## src/sv/tfl_pkg.sv

```systemverilog
// Shared types and constants for the three-axis FIR low-pass block.
// Used by the tap cells, the sum stage and the top level; no dependencies.
`default_nettype none

package tfl_pkg;

    localparam int TAPS        = 4;
    localparam int SAMPLE_BITS = 16;
    localparam int COEFF_BITS  = 16;
    localparam int FRAC_BITS   = 15;
    localparam int NUM_COEFFS  = 4;
    localparam int CFG_IDX_BITS = $clog2(NUM_COEFFS);
    localparam int PROD_BITS   = SAMPLE_BITS + COEFF_BITS;
    localparam int ACC_BITS    = PROD_BITS + $clog2(TAPS);

    // Register indexes of the coefficient bank
    localparam logic [CFG_IDX_BITS-1:0] REG_COEFF_NEWEST      = CFG_IDX_BITS'(0);
    localparam logic [CFG_IDX_BITS-1:0] REG_COEFF_DELAY_ONE   = CFG_IDX_BITS'(1);
    localparam logic [CFG_IDX_BITS-1:0] REG_COEFF_DELAY_TWO   = CFG_IDX_BITS'(2);
    localparam logic [CFG_IDX_BITS-1:0] REG_COEFF_DELAY_THREE = CFG_IDX_BITS'(3);

    // Reset weights in Q1.15: 0.5, 0.25, 0.125, 0.125
    localparam logic signed [COEFF_BITS-1:0] COEFF_HALF    = COEFF_BITS'(16384);
    localparam logic signed [COEFF_BITS-1:0] COEFF_QUARTER = COEFF_BITS'(8192);
    localparam logic signed [COEFF_BITS-1:0] COEFF_EIGHTH  = COEFF_BITS'(4096);

    typedef logic signed [SAMPLE_BITS-1:0] t_sample;
    typedef logic signed [COEFF_BITS-1:0]  t_coeff;
    typedef logic signed [PROD_BITS-1:0]   t_prod_val;
    typedef logic signed [ACC_BITS-1:0]    t_acc;

    typedef struct packed {
        t_sample sample_x;
        t_sample sample_y;
        t_sample sample_z;
    } t_in;

    typedef struct packed {
        t_sample filtered_x;
        t_sample filtered_y;
        t_sample filtered_z;
    } t_out;

    typedef struct packed {
        t_prod_val prod_x;
        t_prod_val prod_y;
        t_prod_val prod_z;
    } t_prod;

    // Pipeline strobes handed to every tap cell
    typedef struct packed {
        logic shift;   // request accepted: advance the delay line
        logic load;    // capture new products
    } t_cell_ctrl;

    function automatic t_coeff coeff_reset(input logic [CFG_IDX_BITS-1:0] idx);
        t_coeff val;
        case (idx)
            REG_COEFF_NEWEST:      val = COEFF_HALF;
            REG_COEFF_DELAY_ONE:   val = COEFF_QUARTER;
            REG_COEFF_DELAY_TWO:   val = COEFF_EIGHTH;
            REG_COEFF_DELAY_THREE: val = COEFF_EIGHTH;
            default:               val = COEFF_EIGHTH;
        endcase
        return val;
    endfunction

endpackage

`default_nettype wire

```

## src/sv/tfl_sum.sv

```systemverilog
// Output stage: adds the tap products per axis, floors by 2^15 and saturates.
// Depends on tfl_pkg for the product and result types.
`default_nettype none

module tfl_sum
    import tfl_pkg::*;
(
    input  wire   i_clk,
    input  wire   i_load,
    input  t_prod i_prod [TAPS],
    output t_out  o_result
);

    localparam t_acc SAT_HI = t_acc'((2 ** (SAMPLE_BITS - 1)) - 1);
    localparam t_acc SAT_LO = -SAT_HI - t_acc'(1);

    t_out r_result;
    t_out n_result;

    // Floor toward minus infinity, then clamp to the sample range
    function automatic t_sample scale_sat(input t_acc acc);
        t_acc    shifted;
        t_sample val;
        shifted = acc >>> FRAC_BITS;
        if (shifted > SAT_HI) begin
            val = SAT_HI[SAMPLE_BITS-1:0];
        end else if (shifted < SAT_LO) begin
            val = SAT_LO[SAMPLE_BITS-1:0];
        end else begin
            val = shifted[SAMPLE_BITS-1:0];
        end
        return val;
    endfunction

    // Sum the taps of each axis
    always_comb begin
        t_acc acc_x;
        t_acc acc_y;
        t_acc acc_z;
        acc_x = '0;
        acc_y = '0;
        acc_z = '0;
        for (int k = 0; k < TAPS; k++) begin
            acc_x = acc_x + t_acc'(i_prod[k].prod_x);
            acc_y = acc_y + t_acc'(i_prod[k].prod_y);
            acc_z = acc_z + t_acc'(i_prod[k].prod_z);
        end
        n_result.filtered_x = scale_sat(acc_x);
        n_result.filtered_y = scale_sat(acc_y);
        n_result.filtered_z = scale_sat(acc_z);
    end

    always_ff @(posedge i_clk) begin
        if (i_load) begin
            r_result <= n_result;
        end
    end

    assign o_result = r_result;

endmodule

`default_nettype wire

```

## config.mk

```make
export PLATFORM = sky130hd
export DESIGN_NAME = tfl_sum
export DESIGN_NICKNAME = d
export VERILOG_FILES = /design/src/sv/tfl_pkg.sv /design/src/sv/tfl_sum.sv
export SDC_FILE = /design/constraint.sdc
export NUM_CORES = 1
export LEC_CHECK = 0
export ABC_AREA = 1
export ABC_CLOCK_PERIOD_IN_PS = 4300
export BUFFER_PORTS_ARGS = -buffer_cell sky130_fd_sc_hd__buf_2
export CORE_MARGIN = 4
export CORE_UTILIZATION = 39
export CTS_CLUSTER_DIAMETER = 80
export DETAILED_ROUTE_END_ITERATION = 8
export GPL_TIMING_DRIVEN = 1
export HOLD_SLACK_MARGIN = 0.03
export PLACE_DENSITY = 0.75
export SYNTH_ARGS = -nofsm -noshare
export SYNTH_HDL_FRONTEND = slang
export SYNTH_SLANG_ARGS = --single-unit
```

## constraint.sdc

```tcl
create_clock -name i_clk -period 4.3 [get_ports i_clk]
set_clock_uncertainty 0.05 [all_clocks]
set_input_delay 0.86 -clock i_clk [delete_from_list [all_inputs] [get_ports i_clk]]
set_output_delay 0.86 -clock i_clk [all_outputs]
set_load 0.005 [all_outputs]
```

==> reports/results.ini <==
[sta]
finalMaxSlewViolations = 0
tns_ns = 0
fin_crit_sh = 0.9168
setup_viol = 0
rsz0062_at_grt = false
hold_viol_final = 0
clock.fmax_mhz = 253.7
period_needed_ns = 3.942
slew_headroom = 0.6061
worstMarginPinSlew_ns = 0.5909

[place]
gp_congestion = 0.9699
placed_area_mm2 = 0.01619
numPortBuffers = 433
placed_cells = 2888
hpwlAfterDp_mm = 34.66

[clock_tree]
cts_hold_buf = 0
numCtsBuffers = 5
clock_sinks = 48
cts_resized = 0
h-tree-depth = 2
postCtsSetupRepairBufs = 0
path_clk_slew_ns = 0.06
cts_buffer_depth = 2
cts_tree = yes
cts_root_buf = clkbuf_16

[synthesis]
synth_seq_cells = 48
synth_nets = 2674
netlist_instances = 2003
ys.warnings.count = 0
syn_avg_cell_area_um2 = 6.715
yosysSeqAreaShare = 0.1072
syn_area_mm2 = 0.01345
ys_types = 32

[floorplan]
start_util = 0.3981
ioPinCount = 434
die_h_um = 193.7
die_w_um = 193.7
fp-row-count = 67
core_mm2 = 0.03378
die-area_mm2 = 0.03752

[worst_setup_path]
critPathBufInv = 5
start_kind = input port
end_kind = flop
crit_type = in -> reg
crit_fanout = 15
crit_required_ns = 4.29
critPathMaxStageDelay_ns = 0.61
crit_slowest_cell = fa_1
cp-startpoint = i_prod[88]
cp_top_family = adder cells
path_cells = buf_2 -> inv_1 -> fa_1 -> fa_1 -> inv_1 -> ha_1 -> nand2_1 -> inv_1 -> a21oi_1 -> nand2_1 -> a21oi_1 -> nand2_1 -> nand2_1 -> nand3b_1 -> nand2_2 -> inv_2 -> nand2_2 -> nand2_1
worstPathArrival_ns = 3.93
path_common_cell = nand2_1

[cells_and_area]
diodes = 0
postLayoutCoreUtil = 0.4842
drive_above_1_share = 0.2002
area_growth_pct = 21.61
largest_reg_flops = 48
final_cell_mix = inv_1, nand2_1, buf_2, fa_1, nor2_1
layout_commonest_cell = inv_1
final_cells = 2896
final_area_mm2 = 0.01636
fin_nets = 3118
nFillCells = 3461

[grt]
grt_pass1_wl_mm = 61.56
grt_start_max_net_pins = 44
grt.total_usage = 0.1959
antenna_found_initial = 1
grt_pass1_vias = 13160
overflow = 0

[detailed_routing]
wire_per_inst_um = 12.89
drtAntennaViolNets = 0
first_pass_iters = 7
wl_met2_mm = 18.49
wl_mm = 37.33
drc = 0
dr_wl_met3_mm = 1.818
drt-met1-wl_mm = 16.06
drt_iter0_markers = 569
dr_total_vias = 12850
routed.top_layer = met5
vias_per_cell = 4.437

[power_and_ir_drop]
ir_drop_uv = 184.2
p_leak_nw = 10.39
power_density_mw_per_mm2 = 416.3

[worst_hold_path]
hold_path_startpoint = i_load
hold_path_class = in -> reg

[job]
maxCapViolations = 0

[outcome]
status = finished, final reports clean

==> per-layer routing <==
metal | GRT usage | vias to the layer above
li1 | - | 6588
met1 | 0.2490 | 5835
met2 | 0.3548 | 369
met3 | 0.02311 | 55
met4 | 0.05009 | 2
met5 | 0 | -
==> power by group <==
| part | internal, mW | total (mW) | switching (mW) |
|---|---|---|---|
| registers | 0.920 | 1.01 | 0.0873 |
| logic | 1.99 | 5.34 | 3.35 |
| clock network | 0.277 | 0.467 | 0.190 |
==> cells in the mapped netlist (all sizes together) <==
cell type | count | area [µm²]
nand2 | 584 | 2267
nor4 | 5 | 50.05
nand3b | 4 | 30.03
a21oi | 83 | 422.9
a31oi | 2 | 12.51
a211oi | 3 | 22.52
nor2 | 131 | 519.3
nand4 | 7 | 43.79
nor3b | 1 | 12.51
inv | 705 | 2646
a21o | 5 | 37.54
nand3 | 39 | 200.2
ha | 93 | 1164
fa | 192 | 3844
o21bai | 18 | 135.1
nor3 | 18 | 95.09
xnor2 | 14 | 122.6
buf | 6 | 67.56
edfxtp | 48 | 1441
o21ai | 18 | 90.09
and2 | 1 | 6.260
and3 | 3 | 18.77
xor2 | 23 | 201.4
==> final timing paths <==
kind	endpoint	slack [ns]	cells past startpoint
setup / recovery	o_result[37]	0.36	18
hold / removal	o_result[32]	0.85	1
==> cell type report <==
| cell class | count | area, µm² | share of cell area |
|---|---|---|---|
| clock buffers | 5 | 125.1 | 0.007649 |
| well taps | 448 | 560.5 | 0.03427 |
| inverters | 705 | 2646 | 0.1618 |
| multi-input cells | 1244 | 9295 | 0.5683 |
| clock inverters | 3 | 46.29 | 0.002830 |
| flip-flops and latches | 48 | 1441 | 0.08812 |
| repair buffers | 443 | 2242 | 0.1371 |
==> logic make-up (layout without fill, tap and decap cells) <==
logic type | count (synthesis) | after routing | synth area share
compound gates | 129 | 129 | 0.05358
xor+xnor | 37 | 37 | 0.02409
fa+ha+maj | 285 | 285 | 0.3723
buf+inv | 711 | 1156 | 0.2018
flops | 48 | 48 | 0.1072
simple gates | 793 | 793 | 0.2411
==> per-stage QoR <==
stage	hold slack [ns]	power, mW	worst slack [ns]
finish	0.8499	6.810	0.3579
global route	0.8397	7.648	0.1134
CTS	0.8368	6.847	0.3675
detailed placement	1.147	6.354	0.05743
global placement	1.140	6.288	0.1040
floorplan	0.9225	4.788	0.5614
Note: power is estimated with default switching activity, not from simulation.
