<file path="src/sv/tfl_pkg.sv">
// Shared types and constants for the three-axis FIR low-pass block.
// Used by the tap cells, the sum stage and the top level; no dependencies.
`default_nettype none

package tfl_pkg;

    localparam int TAPS        = 4;
    localparam int SAMPLE_BITS = 16;
    localparam int COEFF_BITS  = 16;
    localparam int FRAC_BITS   = 15;
    localparam int NUM_COEFFS  = 4;
    localparam int CFG_IDX_BITS = $clog2(NUM_COEFFS);
    localparam int PROD_BITS   = SAMPLE_BITS + COEFF_BITS;
    localparam int ACC_BITS    = PROD_BITS + $clog2(TAPS);

    // Register indexes of the coefficient bank
    localparam logic [CFG_IDX_BITS-1:0] REG_COEFF_NEWEST      = CFG_IDX_BITS'(0);
    localparam logic [CFG_IDX_BITS-1:0] REG_COEFF_DELAY_ONE   = CFG_IDX_BITS'(1);
    localparam logic [CFG_IDX_BITS-1:0] REG_COEFF_DELAY_TWO   = CFG_IDX_BITS'(2);
    localparam logic [CFG_IDX_BITS-1:0] REG_COEFF_DELAY_THREE = CFG_IDX_BITS'(3);

    // Reset weights in Q1.15: 0.5, 0.25, 0.125, 0.125
    localparam logic signed [COEFF_BITS-1:0] COEFF_HALF    = COEFF_BITS'(16384);
    localparam logic signed [COEFF_BITS-1:0] COEFF_QUARTER = COEFF_BITS'(8192);
    localparam logic signed [COEFF_BITS-1:0] COEFF_EIGHTH  = COEFF_BITS'(4096);

    typedef logic signed [SAMPLE_BITS-1:0] t_sample;
    typedef logic signed [COEFF_BITS-1:0]  t_coeff;
    typedef logic signed [PROD_BITS-1:0]   t_prod_val;
    typedef logic signed [ACC_BITS-1:0]    t_acc;

    typedef struct packed {
        t_sample sample_x;
        t_sample sample_y;
        t_sample sample_z;
    } t_in;

    typedef struct packed {
        t_sample filtered_x;
        t_sample filtered_y;
        t_sample filtered_z;
    } t_out;

    typedef struct packed {
        t_prod_val prod_x;
        t_prod_val prod_y;
        t_prod_val prod_z;
    } t_prod;

    // Pipeline strobes handed to every tap cell
    typedef struct packed {
        logic shift;   // request accepted: advance the delay line
        logic load;    // capture new products
    } t_cell_ctrl;

    function automatic t_coeff coeff_reset(input logic [CFG_IDX_BITS-1:0] idx);
        t_coeff val;
        case (idx)
            REG_COEFF_NEWEST:      val = COEFF_HALF;
            REG_COEFF_DELAY_ONE:   val = COEFF_QUARTER;
            REG_COEFF_DELAY_TWO:   val = COEFF_EIGHTH;
            REG_COEFF_DELAY_THREE: val = COEFF_EIGHTH;
            default:               val = COEFF_EIGHTH;
        endcase
        return val;
    endfunction

endpackage

`default_nettype wire

</file>
<file path="src/sv/tfl_cell.sv">
// One tap of the FIR chain: weights the sample it sees and delays it for the
// next tap. Depends on tfl_pkg for the sample, product and control types.
`default_nettype none

module tfl_cell
    import tfl_pkg::*;
(
    input  wire        i_clk,
    input  wire        i_rst_n,
    input  t_cell_ctrl i_ctrl,
    input  t_in        i_tap,
    input  t_coeff     i_coeff,
    output t_in        o_tap,
    output t_prod      o_prod
);

    t_in   r_hist;
    t_prod r_prod;

    // Delay the sample by one request for the neighbor cell
    always_ff @(posedge i_clk) begin
        if (!i_rst_n) begin
            r_hist <= '0;
        end else if (i_ctrl.shift) begin
            r_hist <= i_tap;
        end
    end

    // Weight each axis by this tap's coefficient
    always_ff @(posedge i_clk) begin
        if (i_ctrl.load) begin
            r_prod.prod_x <= i_tap.sample_x * i_coeff;
            r_prod.prod_y <= i_tap.sample_y * i_coeff;
            r_prod.prod_z <= i_tap.sample_z * i_coeff;
        end
    end

    assign o_tap  = r_hist;
    assign o_prod = r_prod;

endmodule

`default_nettype wire

</file>
<file path="config.mk">
export PLATFORM = sky130hd
export DESIGN_NAME = tfl_cell
export DESIGN_NICKNAME = d
export VERILOG_FILES = /design/src/sv/tfl_pkg.sv /design/src/sv/tfl_cell.sv
export SDC_FILE = /design/constraint.sdc
export NUM_CORES = 2
export LEC_CHECK = 0
export BUFFER_PORTS_ARGS = -buffer_cell sky130_fd_sc_hd__buf_2
export CORE_MARGIN = 5
export CORE_UTILIZATION = 42
export DETAILED_ROUTE_END_ITERATION = 10
export PLACE_DENSITY = 0.7
export SETUP_SLACK_MARGIN = 0.05
export SLEW_MARGIN = 20
export SYNTH_ARGS = -nofsm -noshare
export SYNTH_HDL_FRONTEND = slang
export SYNTH_SLANG_ARGS = --single-unit
</file>
<file path="constraint.sdc">
create_clock -name i_clk -period 8.4 [get_ports i_clk]
set_clock_uncertainty 0.1 [all_clocks]
set_input_delay 0.84 -clock i_clk [delete_from_list [all_inputs] [get_ports i_clk]]
set_output_delay 0.84 -clock i_clk [all_outputs]
set_load 0.02 [all_outputs]
</file>
==> flow_metrics.py <==
metrics = {
    "die": {
        "vertical_die_dimension_um": 297,
        "design.core.area_mm2": 0.0817,
        "dieWidth_um": 297,
        "floorplan.initialDensity_pct": 42.2,
        "design.die.area_mm2": 0.0880,
        "placement_rows": 105,
        "pin_count": 212,
    },
    "clock_tree": {
        "numCtsBuffers": 17,
        "clock_insertion_delay_worst_skew_ns": 0.50,
        "cts_sink_cnt": 144,
        "postCtsSetupRepairBufs": 0,
        "cts_resized": 0,
        "cts_hold_buf": 0,
        "cts.root.buffer_cell": "clkbuf_16",
        "tritoncts": "built",
        "cts.reportedPaths.clkPinSlew_ns": 0.07,
        "clock_path_buffers": 2,
        "htreeDepth": 4,
    },
    "global_routing": {
        "globalRoute.totalOverflow": 0,
        "via_count_of_the_first_global_routing_pass": 26064,
        "grt_usage_pct": 19.5,
        "grt_antenna_before_repair": 11,
        "grt_pass1_wl_um": 135000,
        "largest_net_degree_at_the_start_of_global_routing": 59,
    },
    "synth": {
        "yosys.area.top_type_share_pct": 45.6,
        "post_synth_num_cell_types": 67,
        "synth.largest_area_cell": "fa_1",
        "area_of_the_mapped_netlist_mm2": 0.0345,
        "netlist_instances": 3574,
        "synth_sequential_area_ratio_pct": 11.1,
        "avgSynthCellArea_um2": 9.65,
        "ys_ff_latch": 144,
        "synthesis.nets": 4674,
        "asyncSetResetFlopFracSynth_pct": 0,
        "synth_enable_flop_cells": 96,
        "ys_dominant_reg_cell": "edfxtp_1",
        "yosys_warnings": 0,
        "post_synth_main_area_contributors": "fa_1 46%, inv_1 9.6%, ha_1 8.9%",
    },
    "worst_setup_path": {
        "worst-endpoint-arrival_ns": 7.25,
        "worstPathMaxFanout": 29,
        "start_kind": "primary input",
        "r2r_setup_slk_ns": 7.59,
        "critical_path.reg2reg.endpoint": "o_tap[31]",
        "r2r_start": "o_tap[31]",
        "worst_ep_required_time_ns": 8.56,
        "number_of_cells_traversed_by_the_worst_register_to_register_path": 2,
        "critPathLaunch": "i_coeff[7]",
        "critical_path_class": "in2reg",
        "crit_path_end": "o_prod[57]",
        "worstSetupEndpointType": "flip-flop",
    },
    "routing": {
        "post_drt_wl_per_cell_um": 16.9,
        "detailedRoute.firstIterationViolations": 1162,
        "total_wirelength_um": 80700,
        "remaining_drc_errors": 0,
        "vias": 23945,
        "postRouteAntennaNets": 0,
        "vias_per_cell": 5.01,
        "dr.pass1.iters": 5,
    },
    "timing": {
        "report.final.slew_viol_count": 0,
        "hold_viol_final": 0,
        "transition_time_at_the_pin_with_the_least_slew_margin_ns": 1.07,
        "max-slew-margin-rel_pct": 28.9,
        "timing.fmax_mhz": 141,
        "grt_setup_unrepaired": "false",
        "setup-violations-final": 0,
        "final.min_clock_period_ns": 7.09,
        "totalNegativeSetupSlack_ns": 0,
        "final.period_utilization_pct": 84.4,
    },
    "run_status": {
        "outcome": "finished clean",
    },
    "placement": {
        "placement.io_buffers": 211,
        "routabilityCongestion": 0.878,
        "dp.final_hpwl_um": 63400,
    },
    "hold_path": {
        "min_path_type": "reg2reg",
        "hold_path_startpoint": "o_tap[9]",
    },
    "run": {
        "drv.max_cap_violation_count": 0,
    },
    "finish": {
        "layout.nets": 4787,
        "layout_common_cells": "881 x inv_1, 786 x fa_1, 386 x nand2_1",
        "drive_gt1_share_pct": 7.78,
        "layout.cells.most_common": "inv_1",
        "syn_to_final_growth_pct": 7.85,
    },
}
==> critical path: stages <==
cell and delay [ns]:
buf_2 0.68, buf_4 0.29, nand2_1 0.10, fa_1 0.56, inv_1 0.05, fa_1 0.49
fa_1 0.57, fa_1 0.42, fa_1 0.49, inv_1 0.04, fa_1 0.47, inv_1 0.04
ha_1 0.38, a2111oi_0 0.47, o211ai_1 0.16, o211ai_1 0.15, o211ai_1 0.25, a31oi_1 0.35
o21ai_0 0.12, a21oi_1 0.20, xnor2_1 0.09
==> state kept, by name (all words and copies together) (netlist names) <==
signal  flops
o_tap      48
o_prod     96
==> final cells by class <==
class / instances / area (um^2)
fill: 7757 / 44500
multi-input combinational: 2404 / 26800
sequential: 144 / 3840
inverter: 882 / 3310
tap: 1070 / 1340
timing repair buffer: 238 / 1280
clock buffer: 20 / 489
clock inverter: 12 / 140
antenna: 6 / 15.0
==> synthesized netlist by cell type, types with 19 or more instances <==
master      n
edfxtp_1   96
xnor2_1    83
and2_1    375
nor2_1     70
clkbuf_1  138
ha_1      246
inv_1     881
nand3_1    23
nand2_1   386
nand2b_1   19
o21ai_0    39
nor3_1     25
a21oi_1    58
xor2_1     19
dfxtp_1    48
mux2i_1    49
fa_1      786
a21o_1     28
nor2b_1    55
==> per-layer routing <==
metal  global-route usage, %  wire [um]
met1                    25.6      33800
met2                    32.9      39500
met3                    4.11       5290
met4                    5.48       2010
met5                       0         34
==> worst min-delay path by stage <==
stage                 to  slack (ns)  cells after the start
2_1_floorplan  o_tap[26]        0.49                      2
3_3_place_gp    o_tap[0]        0.39                      2
3_5_place_dp    o_tap[9]        0.39                      2
4_1_cts        o_tap[33]        0.42                      2
5_1_grt         o_tap[9]        0.44                      2
6_report        o_tap[9]        0.41                      2
==> cell families (layout without fill, tap and decap cells) <==
logic type                 after synthesis  after routing  synth area share, %
buffers and inverters                 1026           1152                 11.2
adders and majority gates             1032           1032                 54.5
other                                    0              6                    0
and+or+nand+nor                        994            994                 14.6
AOI/OAI and AO/OA                      227            227                 4.51
DFF                                    144            144                 11.1
xor gates and xnor gates               102            102                 2.59
muxes                                   49             49                 1.42
==> stage by stage <==
step	instances	instance area, um^2	setup slack (ns)	utilization (%)	hold WS, ns
2_1_floorplan	3574	34500	1.64	-	0.490
3_3_place_gp	4738	36600	0.950	44.8	0.390
3_5_place_dp	4738	36600	0.873	44.8	0.395
4_1_cts	4770	37200	1.41	45.5	0.416
5_1_grt	4770	37200	0.937	45.5	0.437
6_report	4776	37200	1.31	45.5	0.411
Power is not shown: default switching activity piles up to over one toggle a cycle in this logic, so the estimate is an artifact.
